[config.mk]
export PLATFORM = sky130hd
export DESIGN_NAME = motion_light_timer_controller
export DESIGN_NICKNAME = d
export VERILOG_FILES = /design/src/hw/rtl/mltc_pkg.sv /design/src/hw/rtl/mltc_cfg_regs.sv /design/src/hw/rtl/mltc_fsm.sv /design/src/hw/rtl/motion_light_timer_controller.sv
export SDC_FILE = /design/constraint.sdc
export NUM_CORES = 1
export LEC_CHECK = 0
export ABC_AREA = 1
export BUFFER_PORTS_ARGS = -buffer_cell sky130_fd_sc_hd__buf_2
export CORE_ASPECT_RATIO = 1.2
export CORE_MARGIN = 2
export CORE_UTILIZATION = 55
export DETAILED_ROUTE_END_ITERATION = 10
export HOLD_SLACK_MARGIN = 0.05
export PLACE_DENSITY = 0.88
export SLEW_MARGIN = 10
export SYNTH_ARGS = -nofsm -noshare
export SYNTH_HDL_FRONTEND = slang
export SYNTH_SLANG_ARGS = --single-unit
[constraint.sdc]
create_clock -name i_clk -period 2.18 [get_ports i_clk]
set_input_delay 0.218 -clock i_clk [delete_from_list [all_inputs] [get_ports i_clk]]
set_output_delay 0.218 -clock i_clk [all_outputs]
set_load 0.01 [all_outputs]
[src/hw/rtl/mltc_pkg.sv]
// Shared types and constants of the motion light timer controller.
// Used by every module of the block; depends on nothing else.
package mltc_pkg;

    localparam int CFG_WIDTH          = 20;
    localparam int OUT_SEC_WIDTH      = 20;
    localparam int SECONDS_WIDTH_DEF  = 20;
    localparam int DELAY_WIDTH        = 8;
    localparam int APB_ADDR_WIDTH     = 4;
    localparam int APB_DATA_WIDTH     = 32;
    localparam int IN_TDATA_WIDTH     = 8;
    localparam int IN_TUSER_WIDTH     = 2;
    localparam int OUT_TDATA_WIDTH    = 32;

    localparam logic [DELAY_WIDTH-1:0] POWER_ON_DELAY_TICKS = 8'd20;

    localparam logic [CFG_WIDTH-1:0] NORMAL_ON_RESET      = 20'd300;
    localparam logic [CFG_WIDTH-1:0] REQUEST_ON_RESET     = 20'd60;
    localparam logic [CFG_WIDTH-1:0] REQUEST_WINDOW_RESET = 20'd600;

    // Register indexes, taken from paddr[3:2].
    localparam logic [1:0] REG_NORMAL_ON      = 2'd0;
    localparam logic [1:0] REG_REQUEST_ON     = 2'd1;
    localparam logic [1:0] REG_REQUEST_WINDOW = 2'd2;

    typedef enum logic [1:0] {
        MODE_STAB    = 2'd0,
        MODE_IDLE    = 2'd1,
        MODE_MOTION  = 2'd2,
        MODE_REQUEST = 2'd3
    } t_mode;

    typedef enum logic [1:0] {
        REQ_MOTION    = 2'd0,
        REQ_BUTTON    = 2'd1,
        REQ_STAB_TICK = 2'd2,
        REQ_SEC_TICK  = 2'd3
    } t_req;

    typedef struct packed {
        logic [CFG_WIDTH-1:0] normal_on_seconds;
        logic [CFG_WIDTH-1:0] request_on_seconds;
        logic [CFG_WIDTH-1:0] request_window_seconds;
    } t_cfg;

    typedef struct packed {
        t_req req_type;
        logic has_motion;
        logic short_press;
        logic sensor_ready;
    } t_item;

    typedef struct packed {
        logic                     relay_on;
        logic                     request_indicator;
        logic                     running_indicator;
        t_mode                    mode_now;
        logic [OUT_SEC_WIDTH-1:0] seconds_left;
    } t_result;

endpackage

[src/hw/rtl/mltc_cfg_regs.sv]
// Configuration register file of the motion light timer controller, on an APB-style port.
// Depends on mltc_pkg.
module mltc_cfg_regs (
    input  logic                                i_clk,
    input  logic                                i_rst_n,
    input  logic                                psel,
    input  logic                                penable,
    input  logic                                pwrite,
    input  logic [mltc_pkg::APB_ADDR_WIDTH-1:0] paddr,
    input  logic [mltc_pkg::APB_DATA_WIDTH-1:0] pwdata,
    output logic [mltc_pkg::APB_DATA_WIDTH-1:0] prdata,
    output logic                                pready,
    output mltc_pkg::t_cfg                      o_cfg
);

    mltc_pkg::t_cfg r_cfg;
    logic           wr_en;
    logic [1:0]     reg_idx;

    assign pready  = 1'b1;
    assign wr_en   = psel && penable && pwrite;
    assign reg_idx = paddr[3:2];

    always_ff @(posedge i_clk) begin
        if (!i_rst_n) begin
            r_cfg.normal_on_seconds      <= mltc_pkg::NORMAL_ON_RESET;
            r_cfg.request_on_seconds     <= mltc_pkg::REQUEST_ON_RESET;
            r_cfg.request_window_seconds <= mltc_pkg::REQUEST_WINDOW_RESET;
        end else if (wr_en) begin
            unique case (reg_idx)
                mltc_pkg::REG_NORMAL_ON: begin
                    r_cfg.normal_on_seconds <= pwdata[mltc_pkg::CFG_WIDTH-1:0];
                end
                mltc_pkg::REG_REQUEST_ON: begin
                    r_cfg.request_on_seconds <= pwdata[mltc_pkg::CFG_WIDTH-1:0];
                end
                mltc_pkg::REG_REQUEST_WINDOW: begin
                    r_cfg.request_window_seconds <= pwdata[mltc_pkg::CFG_WIDTH-1:0];
                end
                default: begin
                end
            endcase
        end
    end

    always_comb begin
        unique case (reg_idx)
            mltc_pkg::REG_NORMAL_ON: begin
                prdata = mltc_pkg::APB_DATA_WIDTH'(r_cfg.normal_on_seconds);
            end
            mltc_pkg::REG_REQUEST_ON: begin
                prdata = mltc_pkg::APB_DATA_WIDTH'(r_cfg.request_on_seconds);
            end
            mltc_pkg::REG_REQUEST_WINDOW: begin
                prdata = mltc_pkg::APB_DATA_WIDTH'(r_cfg.request_window_seconds);
            end
            default: begin
                prdata = '0;
            end
        endcase
    end

    assign o_cfg = r_cfg;

endmodule

[src/hw/rtl/mltc_fsm.sv]
// Mode state machine and countdowns of the motion light timer controller.
// Depends on mltc_pkg; the result shows the state after the item's update.
module mltc_fsm #(
    parameter int SECONDS_WIDTH = mltc_pkg::SECONDS_WIDTH_DEF
) (
    input  logic             i_clk,
    input  logic             i_rst_n,
    input  logic             i_step,
    input  mltc_pkg::t_item  i_item,
    input  mltc_pkg::t_cfg   i_cfg,
    output mltc_pkg::t_result o_result
);

    localparam int ExtW = (SECONDS_WIDTH > mltc_pkg::CFG_WIDTH) ?
                          SECONDS_WIDTH : mltc_pkg::CFG_WIDTH;
    localparam logic [SECONDS_WIDTH-1:0] SecOne = SECONDS_WIDTH'(1);

    mltc_pkg::t_mode                      r_mode, n_mode;
    logic [mltc_pkg::DELAY_WIDTH-1:0]     r_delay, n_delay;
    logic [SECONDS_WIDTH-1:0]             r_off, n_off;
    logic [SECONDS_WIDTH-1:0]             r_reqcd, n_reqcd;
    logic                                 r_relay, n_relay;
    logic                                 r_req_shown, n_req_shown;
    logic                                 r_run_shown, n_run_shown;

    logic [ExtW-1:0]          normal_ext, request_ext, window_ext, off_ext;
    logic [SECONDS_WIDTH-1:0] normal_on, request_on, window_len;

    // Register values brought to the countdown width.
    assign normal_ext  = ExtW'(i_cfg.normal_on_seconds);
    assign request_ext = ExtW'(i_cfg.request_on_seconds);
    assign window_ext  = ExtW'(i_cfg.request_window_seconds);
    assign normal_on   = normal_ext[SECONDS_WIDTH-1:0];
    assign request_on  = request_ext[SECONDS_WIDTH-1:0];
    assign window_len  = window_ext[SECONDS_WIDTH-1:0];

    // Next state. Later assignments override earlier ones, following the
    // order in which the actions of one event take effect.
    always_comb begin
        n_mode      = r_mode;
        n_delay     = r_delay;
        n_off       = r_off;
        n_reqcd     = r_reqcd;
        n_relay     = r_relay;
        n_req_shown = r_req_shown;
        n_run_shown = r_run_shown;
        unique case (i_item.req_type)
            mltc_pkg::REQ_MOTION: begin
                if (i_item.has_motion) begin
                    if (r_mode == mltc_pkg::MODE_IDLE) begin
                        n_mode  = mltc_pkg::MODE_MOTION;
                        n_off   = normal_on;
                        n_relay = 1'b1;
                    end else if (r_mode == mltc_pkg::MODE_MOTION) begin
                        n_off = normal_on;
                    end else if (r_mode == mltc_pkg::MODE_REQUEST) begin
                        n_off = request_on;
                    end
                end
            end
            mltc_pkg::REQ_BUTTON: begin
                if (i_item.short_press) begin
                    if (r_mode == mltc_pkg::MODE_IDLE) begin
                        n_mode  = mltc_pkg::MODE_MOTION;
                        n_off   = normal_on;
                        n_relay = 1'b1;
                    end else if (r_mode == mltc_pkg::MODE_MOTION) begin
                        n_mode      = mltc_pkg::MODE_REQUEST;
                        n_off       = request_on;
                        n_reqcd     = window_len;
                        n_req_shown = 1'b1;
                    end
                end
            end
            mltc_pkg::REQ_STAB_TICK: begin
                if (r_mode == mltc_pkg::MODE_STAB) begin
                    if (r_delay != '0) begin
                        n_delay = r_delay - 1'b1;
                        if (r_delay == mltc_pkg::DELAY_WIDTH'(1)) begin
                            n_relay = 1'b1;
                        end
                    end else if (i_item.sensor_ready) begin
                        n_run_shown = 1'b1;
                        n_mode      = mltc_pkg::MODE_MOTION;
                        n_off       = normal_on;
                        n_relay     = 1'b1;
                    end
                end
            end
            mltc_pkg::REQ_SEC_TICK: begin
                if (r_mode == mltc_pkg::MODE_MOTION || r_mode == mltc_pkg::MODE_REQUEST) begin
                    if (i_item.has_motion) begin
                        n_off = (r_mode == mltc_pkg::MODE_REQUEST) ? request_on : normal_on;
                    end else if (r_off <= SecOne) begin
                        // Off countdown expired: light off, request cancelled.
                        n_off       = '0;
                        n_mode      = mltc_pkg::MODE_IDLE;
                        n_relay     = 1'b0;
                        n_req_shown = 1'b0;
                    end else begin
                        n_off = r_off - 1'b1;
                    end
                end
                // The request window only advances while still in off request.
                if (n_mode == mltc_pkg::MODE_REQUEST) begin
                    if (r_reqcd <= SecOne) begin
                        n_reqcd     = '0;
                        n_mode      = mltc_pkg::MODE_MOTION;
                        n_off       = normal_on;
                        n_req_shown = 1'b0;
                    end else begin
                        n_reqcd = r_reqcd - 1'b1;
                    end
                end
            end
            default: begin
            end
        endcase
    end

    always_ff @(posedge i_clk) begin
        if (!i_rst_n) begin
            r_mode      <= mltc_pkg::MODE_STAB;
            r_delay     <= mltc_pkg::POWER_ON_DELAY_TICKS;
            r_off       <= '0;
            r_reqcd     <= '0;
            r_relay     <= 1'b0;
            r_req_shown <= 1'b0;
            r_run_shown <= 1'b0;
        end else if (i_step) begin
            r_mode      <= n_mode;
            r_delay     <= n_delay;
            r_off       <= n_off;
            r_reqcd     <= n_reqcd;
            r_relay     <= n_relay;
            r_req_shown <= n_req_shown;
            r_run_shown <= n_run_shown;
        end
    end

    // Outputs: the state as it stands after this item.
    always_comb begin
        off_ext                    = ExtW'(n_off);
        o_result.relay_on          = n_relay;
        o_result.request_indicator = n_req_shown;
        o_result.running_indicator = n_run_shown;
        o_result.mode_now          = n_mode;
        o_result.seconds_left      = off_ext[mltc_pkg::OUT_SEC_WIDTH-1:0];
    end

endmodule

[src/hw/rtl/motion_light_timer_controller.sv]
// Motion light timer controller: top level with input and result registers.
// Depends on mltc_pkg, mltc_cfg_regs and mltc_fsm.
//
// Each event transfer on the slave side yields exactly one result transfer on the
// master side, carrying relay drive, indicators, mode and the off countdown as they
// stand after the event. An event passes through an input register and then a result
// register, where its result is offered; a new event can be taken in every cycle
// while the master side keeps up. The rate is set by the combinational mode and
// countdown update between the two registers. The three timing registers are written
// over the APB-style port; the user must write them only while no event is in flight,
// as the block itself does not enforce this.
module motion_light_timer_controller #(
    parameter int SECONDS_WIDTH = mltc_pkg::SECONDS_WIDTH_DEF
) (
    input  logic                                 i_clk,
    input  logic                                 i_rst_n,
    input  logic                                 s_axis_tvalid,
    output logic                                 s_axis_tready,
    // [0] has_motion, [1] short_press, [2] sensor_ready, [7:3] zero
    input  logic [mltc_pkg::IN_TDATA_WIDTH-1:0]  s_axis_tdata,
    // [1:0] req_type
    input  logic [mltc_pkg::IN_TUSER_WIDTH-1:0]  s_axis_tuser,
    output logic                                 m_axis_tvalid,
    input  logic                                 m_axis_tready,
    // [0] relay_on, [1] request_indicator, [2] running_indicator,
    // [4:3] mode_now, [24:5] seconds_left, [31:25] zero
    output logic [mltc_pkg::OUT_TDATA_WIDTH-1:0] m_axis_tdata,
    input  logic                                 psel,
    input  logic                                 penable,
    input  logic                                 pwrite,
    input  logic [mltc_pkg::APB_ADDR_WIDTH-1:0]  paddr,
    input  logic [mltc_pkg::APB_DATA_WIDTH-1:0]  pwdata,
    output logic [mltc_pkg::APB_DATA_WIDTH-1:0]  prdata,
    output logic                                 pready
);

    mltc_pkg::t_cfg    cfg;
    mltc_pkg::t_item   in_item;
    mltc_pkg::t_result result;

    logic              r_in_valid;
    mltc_pkg::t_item   r_in_item;
    logic              r_out_valid;
    mltc_pkg::t_result r_out_result;
    logic              step;
    logic              in_xfer;

    mltc_cfg_regs u_cfg_regs (
        .i_clk   (i_clk),
        .i_rst_n (i_rst_n),
        .psel    (psel),
        .penable (penable),
        .pwrite  (pwrite),
        .paddr   (paddr),
        .pwdata  (pwdata),
        .prdata  (prdata),
        .pready  (pready),
        .o_cfg   (cfg)
    );

    mltc_fsm #(
        .SECONDS_WIDTH (SECONDS_WIDTH)
    ) u_fsm (
        .i_clk    (i_clk),
        .i_rst_n  (i_rst_n),
        .i_step   (step),
        .i_item   (r_in_item),
        .i_cfg    (cfg),
        .o_result (result)
    );

    assign in_item.req_type     = mltc_pkg::t_req'(s_axis_tuser);
    assign in_item.has_motion   = s_axis_tdata[0];
    assign in_item.short_press  = s_axis_tdata[1];
    assign in_item.sensor_ready = s_axis_tdata[2];

    // The held event is processed once the result register is free or being emptied.
    assign step          = r_in_valid && (!r_out_valid || m_axis_tready);
    assign s_axis_tready = !r_in_valid || step;
    assign in_xfer       = s_axis_tvalid && s_axis_tready;

    always_ff @(posedge i_clk) begin
        if (!i_rst_n) begin
            r_in_valid  <= 1'b0;
            r_out_valid <= 1'b0;
        end else begin
            if (in_xfer) begin
                r_in_valid <= 1'b1;
            end else if (step) begin
                r_in_valid <= 1'b0;
            end
            if (step) begin
                r_out_valid <= 1'b1;
            end else if (m_axis_tready) begin
                r_out_valid <= 1'b0;
            end
        end
    end

    always_ff @(posedge i_clk) begin
        if (in_xfer) begin
            r_in_item <= in_item;
        end
        if (step) begin
            r_out_result <= result;
        end
    end

    assign m_axis_tvalid = r_out_valid;
    assign m_axis_tdata  = {7'd0,
                            r_out_result.seconds_left,
                            r_out_result.mode_now,
                            r_out_result.running_indicator,
                            r_out_result.request_indicator,
                            r_out_result.relay_on};

endmodule
==> results of run 1 <==
[registers in the layout, indices dropped and copies added (netlist names), 2 cells and up]
register          flops
u_fsm.r_mode          2
u_cfg_regs.o_cfg     60
u_fsm.r_reqcd        20
u_fsm.r_off          20
r_in_item             5
u_fsm.r_delay         8
m_axis_tdata         25
[area by class of cell]
class / count / area [um^2]
clock buffer: 19 / 454
clock inverter: 12 / 108
fill: 1591 / 6280
inverter: 194 / 744
multi-input combinational: 1068 / 5570
sequential: 145 / 3200
tap: 224 / 280
timing repair buffer: 187 / 1330
[path summary, 6_finish.rpt]
path	from	endpoint	slack [ns]	depth (start not counted)
worst max-delay path	u_fsm.r_reqcd[1]	u_fsm.r_reqcd[19]	0.07	13
worst min-delay path	pwdata[4]	u_cfg_regs.o_cfg[4]	0.05	3
worst max register to register	u_fsm.r_reqcd[1]	u_fsm.r_reqcd[19]	0.07	13
worst min register to register	u_cfg_regs.o_cfg[0]	u_cfg_regs.o_cfg[0]	0.47	2
[worst max-delay path: cells and delay by family (launching register included)]
family	cells	cell delay, ns
AO/OA/AOI/OAI	3	0.27
flip-flops	1	0.33
buffers and inverters	2	0.27
AND/OR/NAND/NOR	8	1.08
[cells in the final DEF, fill, tap and decap left out, types with 5 or more instances in the layout]
| master | instances |
|---|---|
| a211oi_2 | 5 |
| a21oi_1 | 101 |
| a21oi_2 | 18 |
| a221oi_1 | 11 |
| buf_12 | 8 |
| buf_2 | 80 |
| buf_4 | 88 |
| clkbuf_16 | 18 |
| conb_1 | 20 |
| dfxtp_1 | 114 |
| dlygate4sd3_1 | 10 |
| edfxtp_1 | 30 |
| ha_1 | 5 |
| inv_1 | 175 |
| inv_2 | 14 |
| inv_4 | 5 |
| nand2_1 | 323 |
| nand2_2 | 21 |
| nand2_4 | 6 |
| nand3_1 | 109 |
| nand3_2 | 6 |
| nand4_1 | 38 |
| nor2_1 | 107 |
| nor2_2 | 8 |
| nor2_4 | 9 |
| nor3_1 | 9 |
| o2111ai_1 | 7 |
| o211ai_1 | 21 |
| o21ai_0 | 151 |
| o21ai_1 | 15 |
| o221ai_1 | 20 |
| o22ai_1 | 14 |
| xor2_1 | 10 |
[metrics by stage]
step / hold slack [ns] / setup slack [ns] / cells / total power (uW)
2_1_floorplan: 0.317 / 0.117 / 1513 / 4160
3_3_place_gp: 0.394 / 0.114 / 1807 / 4700
3_5_place_dp: 0.396 / 0.0681 / 1807 / 4720
4_1_cts: 0.0502 / 0.0496 / 1848 / 7540
5_1_grt: 0.0720 / 0.00342 / 1849 / 7890
6_report: 0.0529 / 0.0735 / 1849 / 7610
[cell families after synthesis]
family / after synthesis / share of synthesized area, %
flip-flops: 145 / 32.0
adder cells (fa/ha/maj): 7 / 0.876
AND/OR/NAND/NOR: 646 / 29.5
XOR/XNOR: 13 / 1.14
buffers and inverters: 300 / 13.4
AO/OA/AOI/OAI: 382 / 23.0
other: 2 / 0.0751
[layer usage]
metal	global-route usage (%)	wire, um	vias up
met3	7.34	3190	112
met5	0	0	-
met4	15.9	1270	0
met1	43.7	13600	5208
met2	60.2	16400	684
li1	-	-	5215
[timing repair]
action,in CTS,in global routing
setup buffers,0,1
hold buffers,10,0
gates resized for setup,0,16
endpoints found under the hold margin,12,0
endpoints found under the setup margin,0,21
[where the power goes]
group	leakage [uW]	internal (uW)	switching [uW]
Combinational	0.00386	629	1210
Clock	0.000275	1630	1190
Sequential	0.00122	2860	83.3
==> run_results.csv, run 1 <==
group,metric,value,unit
cells_and_area,antenna_cells,0,
timing,post-route-period-util,96.6,%
floorplan,dieHeight,152,um
timing,hold_violations,0,
worst_setup_path,cp_cell_sequence,"buf_4 > nor2_1 > nand2_1 > nor2_1 > nand2_1 > inv_1 > nand2_1 > nor2_1 > a21oi_1 > o21ai_0 > nand2_1 > nand2_1 > a21oi_1",
hold_path,min_path_type,"input pin to flop",
yosys,synth_common_cells,"326 x nand2_1, 178 x inv_1, 151 x o21ai_0, 115 x dfxtp_1, 110 x nand3_1",
cells_and_area,finish.instance_area,0.0117,mm^2
worst_setup_path,crit_path_top_delay_cell,"dfxtp_1",
global_routing,grt_pass1_vias,10379,
yosys,netlist_area,0.00999,mm^2
floorplan,initial_core_util,55.6,%
power_and_ir_drop,ir_worst_vdd,0.545,mV
global_routing,grt_max_degree,71,
worst_setup_path,crit_required,2.46,ns
yosys,yosysWarnings,0,
timing,fin_crit,2.11,ns
floorplan,row_count,54,
yosys,synth.area.top_cells,"dfxtp_1 23%, nand2_1 12%, edfxtp_1 9.0%, o21ai_0 7.6%, inv_1 6.7%",
routing,viasPerCell,6.07,
yosys,ys_async_sr_fraction,0,%
clocking,cts_buffers,17,
yosys,avgSynthCellArea,6.69,um^2
clocking,cts.sinks,145,
timing,setup_tns,0,ns
global_routing,grt_first_pass_wirelength,53700,um
floorplan,core_area,0.0180,mm^2
worst_setup_path,worstSetupPathType,"flop to flop",
timing,slew_violations,0,
floorplan,die_area,0.0193,mm^2
global_routing,grt_antenna_before_repair,0,
yosys,ys_seq_area_share,32.0,%
cells_and_area,finalNetCount,1673,
timing,max-slew-margin-rel,38.2,%
yosys,synth_top_cell_area_share,23.0,%
worst_setup_path,end_kind,"flop",
routing,initialDrtViolationCount,1644,
power_and_ir_drop,p_leak,0.00536,uW
clocking,root_buffer,"clkbuf_16",
clocking,clk_latency,0.43,ns
worst_setup_path,cpPeakStageDelay,0.33,ns
job,drv_cap,0,
cells_and_area,syn2layout_area_growth,17.0,%
routing,dr.pass1.iters,6,
place,placed_area,0.0110,mm^2
floorplan,io_pins,120,
yosys,yosys.area.top_type,"dfxtp_1",
clocking,cts_max_level,4,
worst_setup_path,arrival,2.38,ns
timing,setup_viol,0,
yosys,ys_ff_latch,145,
worst_setup_path,path_common_cell,"nand2_1",
timing,fmax,0.475,GHz
power_and_ir_drop,pwr_density_cell,650,mW/mm^2
yosys,yosysMostFrequentCell,"nand2_1",
routing,avgRoutedWirePerCell,18.7,um
clocking,cts_tree,"done",
timing,skew,0.00764,ns
timing,rsz0062_at_grt,"false",
yosys,yosys_most_used_dff,"dfxtp_1",
outcome,status,"finished, final reports clean",
yosys,ys_types,52,
cells_and_area,drive_gt1_share,19.1,%
routing,drc,0,
global_routing,track_usage,35.5,%
routing,postRouteWirelength,34500,um
clocking,path_clk_slew,0.06,ns
yosys,synthCells,1495,
yosys,synth_edf_count,30,
cells_and_area,final_util,65.1,%
worst_setup_path,worst_setup_path_start_kind,"flop",
floorplan,chipWidth,127,um
worst_setup_path,cp_max_fo,3,
place,numPortBuffers,80,
routing,via_count,11219,
place,dp_hpwl,24600,um
clocking,cts_buffer_depth,2,
timing,worst_pin_slew,0.927,ns
place,gp_congestion,1.02,
routing,ant_nets,0,
global_routing,overflow,0,
No activity file was read; power rests on OpenSTA's default activity.
==> run 2, diff against run 1 <==
Settings changed: CORE_UTILIZATION 55 to 54, PLACE_DENSITY 0.88 to 0.9, TNS_END_PERCENT set to 50.
Clock period 2.18 ns to 1.7 ns, I/O delays scaled along.
==> run 2 against run 1 <==
Compared with the run above:
- the run now ends with negative setup slack left
- utilization rose by 10 points
- global-route usage grew 4.3 points
- critical path depth stayed put
- critical endpoint is now m_axis_tdata[5]
- power is 39% higher
==> run_results.csv, run 2 (same netlist as run 1, synthesis figures left out) <==
group,metric,value,unit
floorplan,row_count,54,
power_and_ir_drop,p_comb_share,29.5,%
cells_and_area,instances_no_fill,2023,
place,place_inst,1933,
cells_and_area,syn2layout_area_growth,37.0,%
cells_and_area,final_util,75.3,%
hold_path,worstHoldEndpoint,"u_cfg_regs.o_cfg[50]",
power_and_ir_drop,pwr_density_cell,774,mW/mm^2
timing,skew,0.0103,ns
routing,dr.pass1.iters,7,
timing,fmax,0.490,GHz
outcome,status,"complete, but fails checks",
hold_path,min_path_type,"input pin to flop",
hold_path,hold_start,"pwdata[10]",
routing,viasPerCell,6.13,
clocking,cts_tree,"done",
floorplan,io_pins,120,
worst_setup_path,worstSetupPathType,"flop to flop",
place,gp_congestion,1.05,
global_routing,grt_antenna_before_repair,0,
power_and_ir_drop,clkPwrFrac,34.8,%
place,numPortBuffers,80,
floorplan,chipWidth,128,um
cells_and_area,final_cell_mix,"278 x nand2_1, 224 x buf_4, 158 x inv_1, 127 x o21ai_0, 102 x dfxtp_1",
cells_and_area,largest_reg_flops,60,
place,dp_hpwl,26900,um
power_and_ir_drop,p_sw_share,35.2,%
worst_setup_path,regToRegSetupSlack,-0.34,ns
worst_setup_path,crit_required,1.91,ns
clocking,path_clk_slew,0.07,ns
routing,initialDrtViolationCount,1700,
clocking,cts_buffer_depth,2,
cells_and_area,finalNetCount,1845,
cells_and_area,multi_input_area,0.00604,mm^2
routing,avgRoutedWirePerCell,20.5,um
cells_and_area,final_common_cell,"nand2_1",
routing,via_count,12408,
outcome,violations,"negative setup slack",
power_and_ir_drop,p_int,6870,uW
timing,slew_violations,0,
routing,ant_nets,0,
timing,setup_viol,69,
floorplan,die_area,0.0196,mm^2
clocking,root_buffer,"clkbuf_16",
clocking,cts.sinks,145,
timing,timing.hold.ws,0.0672,ns
timing,fin_ws,-0.339,ns
hold_path,hold_depth,3,
worst_setup_path,reg2reg_to,"m_axis_tdata[5]",
worst_setup_path,arrival,2.25,ns
cells_and_area,fillCellCount,1333,
timing,rsz0062_at_grt,"true",
floorplan,core_area,0.0182,mm^2
cells_and_area,seq_area,0.00323,mm^2
global_routing,track_usage,39.9,%
floorplan,initial_core_util,55.0,%
worst_setup_path,worst_setup_path_start_kind,"flop",
worst_setup_path,end_kind,"flop",
worst_setup_path,r2r_start,"u_fsm.r_reqcd[6]",
power_and_ir_drop,seq_power_share,35.7,%
clocking,clk_latency,0.44,ns
job,drv_cap,0,
global_routing,overflow,0,
global_routing,grt_max_degree,93,
place,dp_slack,-0.312,ns
floorplan,dieHeight,153,um
clocking,cts_buffers,17,
worst_setup_path,r2r_cells,13,
timing,fin_crit,2.04,ns
timing,max-slew-margin-rel,43.6,%
cells_and_area,drive_gt1_share,33.5,%
power_and_ir_drop,p_leak,0.00632,uW
global_routing,grt_first_pass_wirelength,61300,um
routing,drc,0,
routing,postRouteWirelength,41400,um
worst_setup_path,cp_max_fo,6,
clocking,cts_max_level,4,
timing,hold_violations,0,
timing,worst_pin_slew,0.845,ns
power_and_ir_drop,switching_power,3730,uW
timing,post-route-period-util,120,%
global_routing,grt_pass1_vias,11802,
power_and_ir_drop,ir_worst_vdd,0.704,mV
[run 2: cell count changes in the layout (fill, tap and decap cells not counted), moves of 16 or more]
cell,previous run,this run
buf_4,88,224
inv_1,175,158
nand2_1,323,278
nand2_2,21,58
nand3_1,109,93
o21ai_0,151,127
[run 2: what timing repair did]
item,CTS,global route
pin swaps,32,43
endpoints found under the setup margin,73,79
cloned,2,4
gates resized for setup,78,133
buffers inserted,18,11
hold buffers,22,0
endpoints found under the hold margin,30,0
[run 2: layer usage]
layer | part of all wire [%] | up-vias | GRT usage [%]
li1 | - | 5551 | -
met1 | 36 | 5604 | 48.1
met2 | 46 | 963 | 64.4
met3 | 11 | 290 | 9.00
met4 | 6.9 | 0 | 23.9
met5 | 0 | - | 0
[run 2: metrics by stage]
stage          cell area [um^2]  TNS [ns]  power [uW]
3_3_place_gp              12000    -10.51        6440
2_1_floorplan             10100     -1.75        5350
4_1_cts                   13200     -8.73       10200
6_report                  13700    -16.13       10600
3_5_place_dp              12000    -12.23        6480
5_1_grt                   13700    -19.31       10900
[run 2: power by group through the flow]
stage / Clock, uW / Combinational [uW] / Sequential, uW
floorplan: 0 / 1500 / 3850
global placement: 0 / 2600 / 3830
detailed placement: 0 / 2640 / 3840
CTS: 3670 / 2800 / 3770
global route: 3820 / 3300 / 3790
finish: 3690 / 3130 / 3780
[run 2: area by class of cell]
cell class                      instances  area share, %
Sequential cell                       145           23.6
Clock inverter                         14          0.841
Clock buffer                           18           3.21
Timing Repair Buffer                  359           20.7
Inverter                              194           5.52
Antenna cell                            1         0.0183
Tap cell                              224           2.05
Multi-Input combinational cell       1068           44.1
[run 2: worst max path at each step]
stage	endpoint	cells past startpoint	from
after floorplan	m_axis_tdata[7]	14	u_fsm.r_reqcd[0]
after global routing	m_axis_tdata[8]	13	u_fsm.r_reqcd[6]
final	m_axis_tdata[5]	13	u_fsm.r_reqcd[6]
after global placement	m_axis_tdata[16]	13	u_fsm.r_off[9]
after CTS	m_axis_tdata[15]	14	u_fsm.r_off[0]
after detailed placement	m_axis_tdata[16]	14	u_fsm.r_off[0]
[run 2: worst max-delay path, cell delays in order (launching register included)]
cell	delay (ns)
dfxtp_1	0.36
nor2_4	0.23
nand2_4	0.09
nor2_8	0.14
nand3_4	0.11
nand2_2	0.10
nand2_4	0.09
nor2_8	0.19
clkbuf_16	0.20
nand2_4	0.05
nand3_2	0.07
nand2_2	0.05
nand2_2	0.08
inv_2	0.03
==> run 3, diff against run 2 <==
Settings changed: CORE_UTILIZATION 54 to 55, PLACE_DENSITY 0.9 to 0.88.
Clock period 1.7 ns to 1.9 ns, I/O delays scaled along.
==> run 3 against run 2 <==
Compared with the run above:
- the run ends with design-rule violations, negative setup slack left
- first-iteration DRC count grew 6.8%
- combinational power decreased by 14%
- die area shrank 1.8%
- clock power is 10% lower
- power decreased by 11%
- critical path depth up 1
- global-route usage fell by 1.1 points
- sequential power down 11%
- worst setup slack better by 0.084 ns
- critical path type unchanged
- critical endpoint is now u_fsm.r_off[0]
- highest routed layer unchanged
==> run_results.csv, run 3 (same netlist as run 1, synthesis figures left out) <==
group,metric,value,unit
timing,post-route-period-util,113,%
worst_setup_path,worst_setup_path_start_kind,"flop",
cells_and_area,finalNetCount,1793,
worst_setup_path,worstSetupPathType,"flop to flop",
timing,setup_viol,58,
global_routing,grt_max_degree,56,
routing,dr.pass1.iters,9,
floorplan,die_area,0.0193,mm^2
worst_setup_path,r2r_start,"u_fsm.r_reqcd[1]",
clocking,clk_latency,0.44,ns
floorplan,core_area,0.0180,mm^2
routing,drc,1,
worst_setup_path,reg2reg_to,"u_fsm.r_off[0]",
outcome,status,"complete, but fails checks",
timing,timing.hold.ws,0.0582,ns
hold_path,min_path_type,"input pin to flop",
global_routing,track_usage,38.7,%
timing,skew,0.00900,ns
clocking,path_clk_slew,0.06,ns
global_routing,grt_pass1_vias,11010,
global_routing,grt_antenna_before_repair,0,
job,drv_cap,0,
timing,fin_ws,-0.255,ns
routing,initialDrtViolationCount,1815,
place,dp_hpwl,26300,um
power_and_ir_drop,pwr_density_cell,696,mW/mm^2
power_and_ir_drop,ir_worst_vdd,0.509,mV
routing,via_count,12294,
cells_and_area,final_common_cell,"nand2_1",
global_routing,overflow,0,
floorplan,io_pins,120,
clocking,cts_tree,"done",
outcome,violations,"design-rule violations, negative setup slack",
cells_and_area,finish.instance_area,0.0135,mm^2
cells_and_area,final_cell_mix,"281 x nand2_1, 176 x buf_4, 160 x inv_1, 142 x o21ai_0, 101 x dfxtp_1",
cells_and_area,syn2layout_area_growth,35.1,%
floorplan,row_count,54,
cells_and_area,instances_no_fill,1969,
timing,fmax,0.464,GHz
routing,viasPerCell,6.24,
timing,rsz0062_at_grt,"true",
worst_setup_path,cp_max_fo,6,
cells_and_area,largest_reg_flops,60,
worst_setup_path,crit_path_end,"u_fsm.r_off[0]",
timing,fin_crit,2.16,ns
worst_setup_path,end_kind,"flop",
worst_setup_path,arrival,2.51,ns
clocking,cts_buffers,17,
timing,worst_pin_slew,0.929,ns
floorplan,dieHeight,152,um
place,dp_slack,-0.167,ns
global_routing,grt_first_pass_wirelength,57900,um
hold_path,hold_start,"pwdata[12]",
worst_setup_path,crit_required,2.25,ns
timing,max-slew-margin-rel,38.0,%
clocking,cts_max_level,4,
timing,slew_violations,0,
worst_setup_path,r2r_cells,14,
cells_and_area,fillCellCount,1298,
floorplan,initial_core_util,55.6,%
cells_and_area,multi_input_area,0.00608,mm^2
clocking,cts.sinks,145,
routing,postRouteWirelength,41200,um
clocking,cts_buffer_depth,2,
cells_and_area,seq_area,0.00323,mm^2
power_and_ir_drop,p_leak,0.00622,uW
worst_setup_path,regToRegSetupSlack,-0.26,ns
routing,avgRoutedWirePerCell,20.9,um
routing,ant_nets,0,
timing,hold_violations,0,
cells_and_area,antenna_cells,0,
floorplan,chipWidth,127,um
worst_setup_path,crit_path_start,"u_fsm.r_reqcd[1]",
place,placed_area,0.0116,mm^2
place,gp_congestion,0.982,
place,place_inst,1877,
clocking,root_buffer,"clkbuf_16",
cells_and_area,drive_gt1_share,31.0,%
place,numPortBuffers,80,
hold_path,hold_depth,3,
[run 3: cell count changes in the layout (fill, tap and decap cells not counted), moves of 7 or more]
cell,change
dlygate4sd3_1,-7
nand3_2,-7
nand2_2,-11
o21ai_0,+15
o21ai_1,-12
buf_4,-48
nand2_4,+8
[run 3: repair_timing]
action,4_1_cts,5_1_grt
setup endpoints to repair,45,63
hold buffers,15,0
buffers inserted,15,22
hold endpoints to repair,21,0
pin swaps,26,70
gates resized for setup,61,151
gates cloned,4,5
[run 3: final cells by class]
class / instances / share of cell area, %
inverters: 194 / 5.60
clock inverters: 12 / 0.797
repair buffers: 307 / 19.2
clock buffers: 19 / 3.36
multi-input cells: 1068 / 45.1
flip-flops and latches: 145 / 23.9
well taps: 224 / 2.08
[run 3: stage by stage]
step	TNS, ns	util [%]	total power, uW
after floorplan	-0.166	-	4770
after global placement	-1.00	64.3	5610
after detailed placement	-2.51	64.3	5650
after CTS	-0.197	70.8	9010
after global routing	-11.93	75.1	9670
final	-9.31	75.1	9400
[run 3: layer usage]
metal	up-vias	GRT usage (%)	part of all wire (%)
li1	5464	-	-
met1	5592	48.0	36
met2	999	64.0	45
met3	239	8.11	12
met4	0	19.9	6.9
met5	-	0	0
[run 3: worst min-delay path by stage]
stage,endpoint,slack (ns)
3_5_place_dp,r_in_item[3],0.37
2_1_floorplan,r_in_item[0],0.29
3_3_place_gp,r_in_item[3],0.37
4_1_cts,u_cfg_regs.o_cfg[12],0.05
5_1_grt,u_cfg_regs.o_cfg[7],0.09
6_report,u_cfg_regs.o_cfg[12],0.06
[run 3: power by group]
part           leakage, uW  total [uW]  internal [uW]  switching, uW
sequential         0.00123        3380           3280            101
clock             0.000275        3310           1870           1440
combinational      0.00471        2700           1050           1650
[run 3: worst max-delay path, cell delays in order, from the launching register on]
cell and delay, ns:
dfxtp_2 0.34, inv_2 0.14, ha_4 0.18, nand2_4 0.06
nor2_4 0.13, nand3_4 0.09, buf_6 0.13, a21oi_4 0.27
nand2_8 0.14, buf_12 0.18, nand2_2 0.06, nand3_2 0.07
nand2_2 0.06, nand2_2 0.06, a21oi_2 0.15
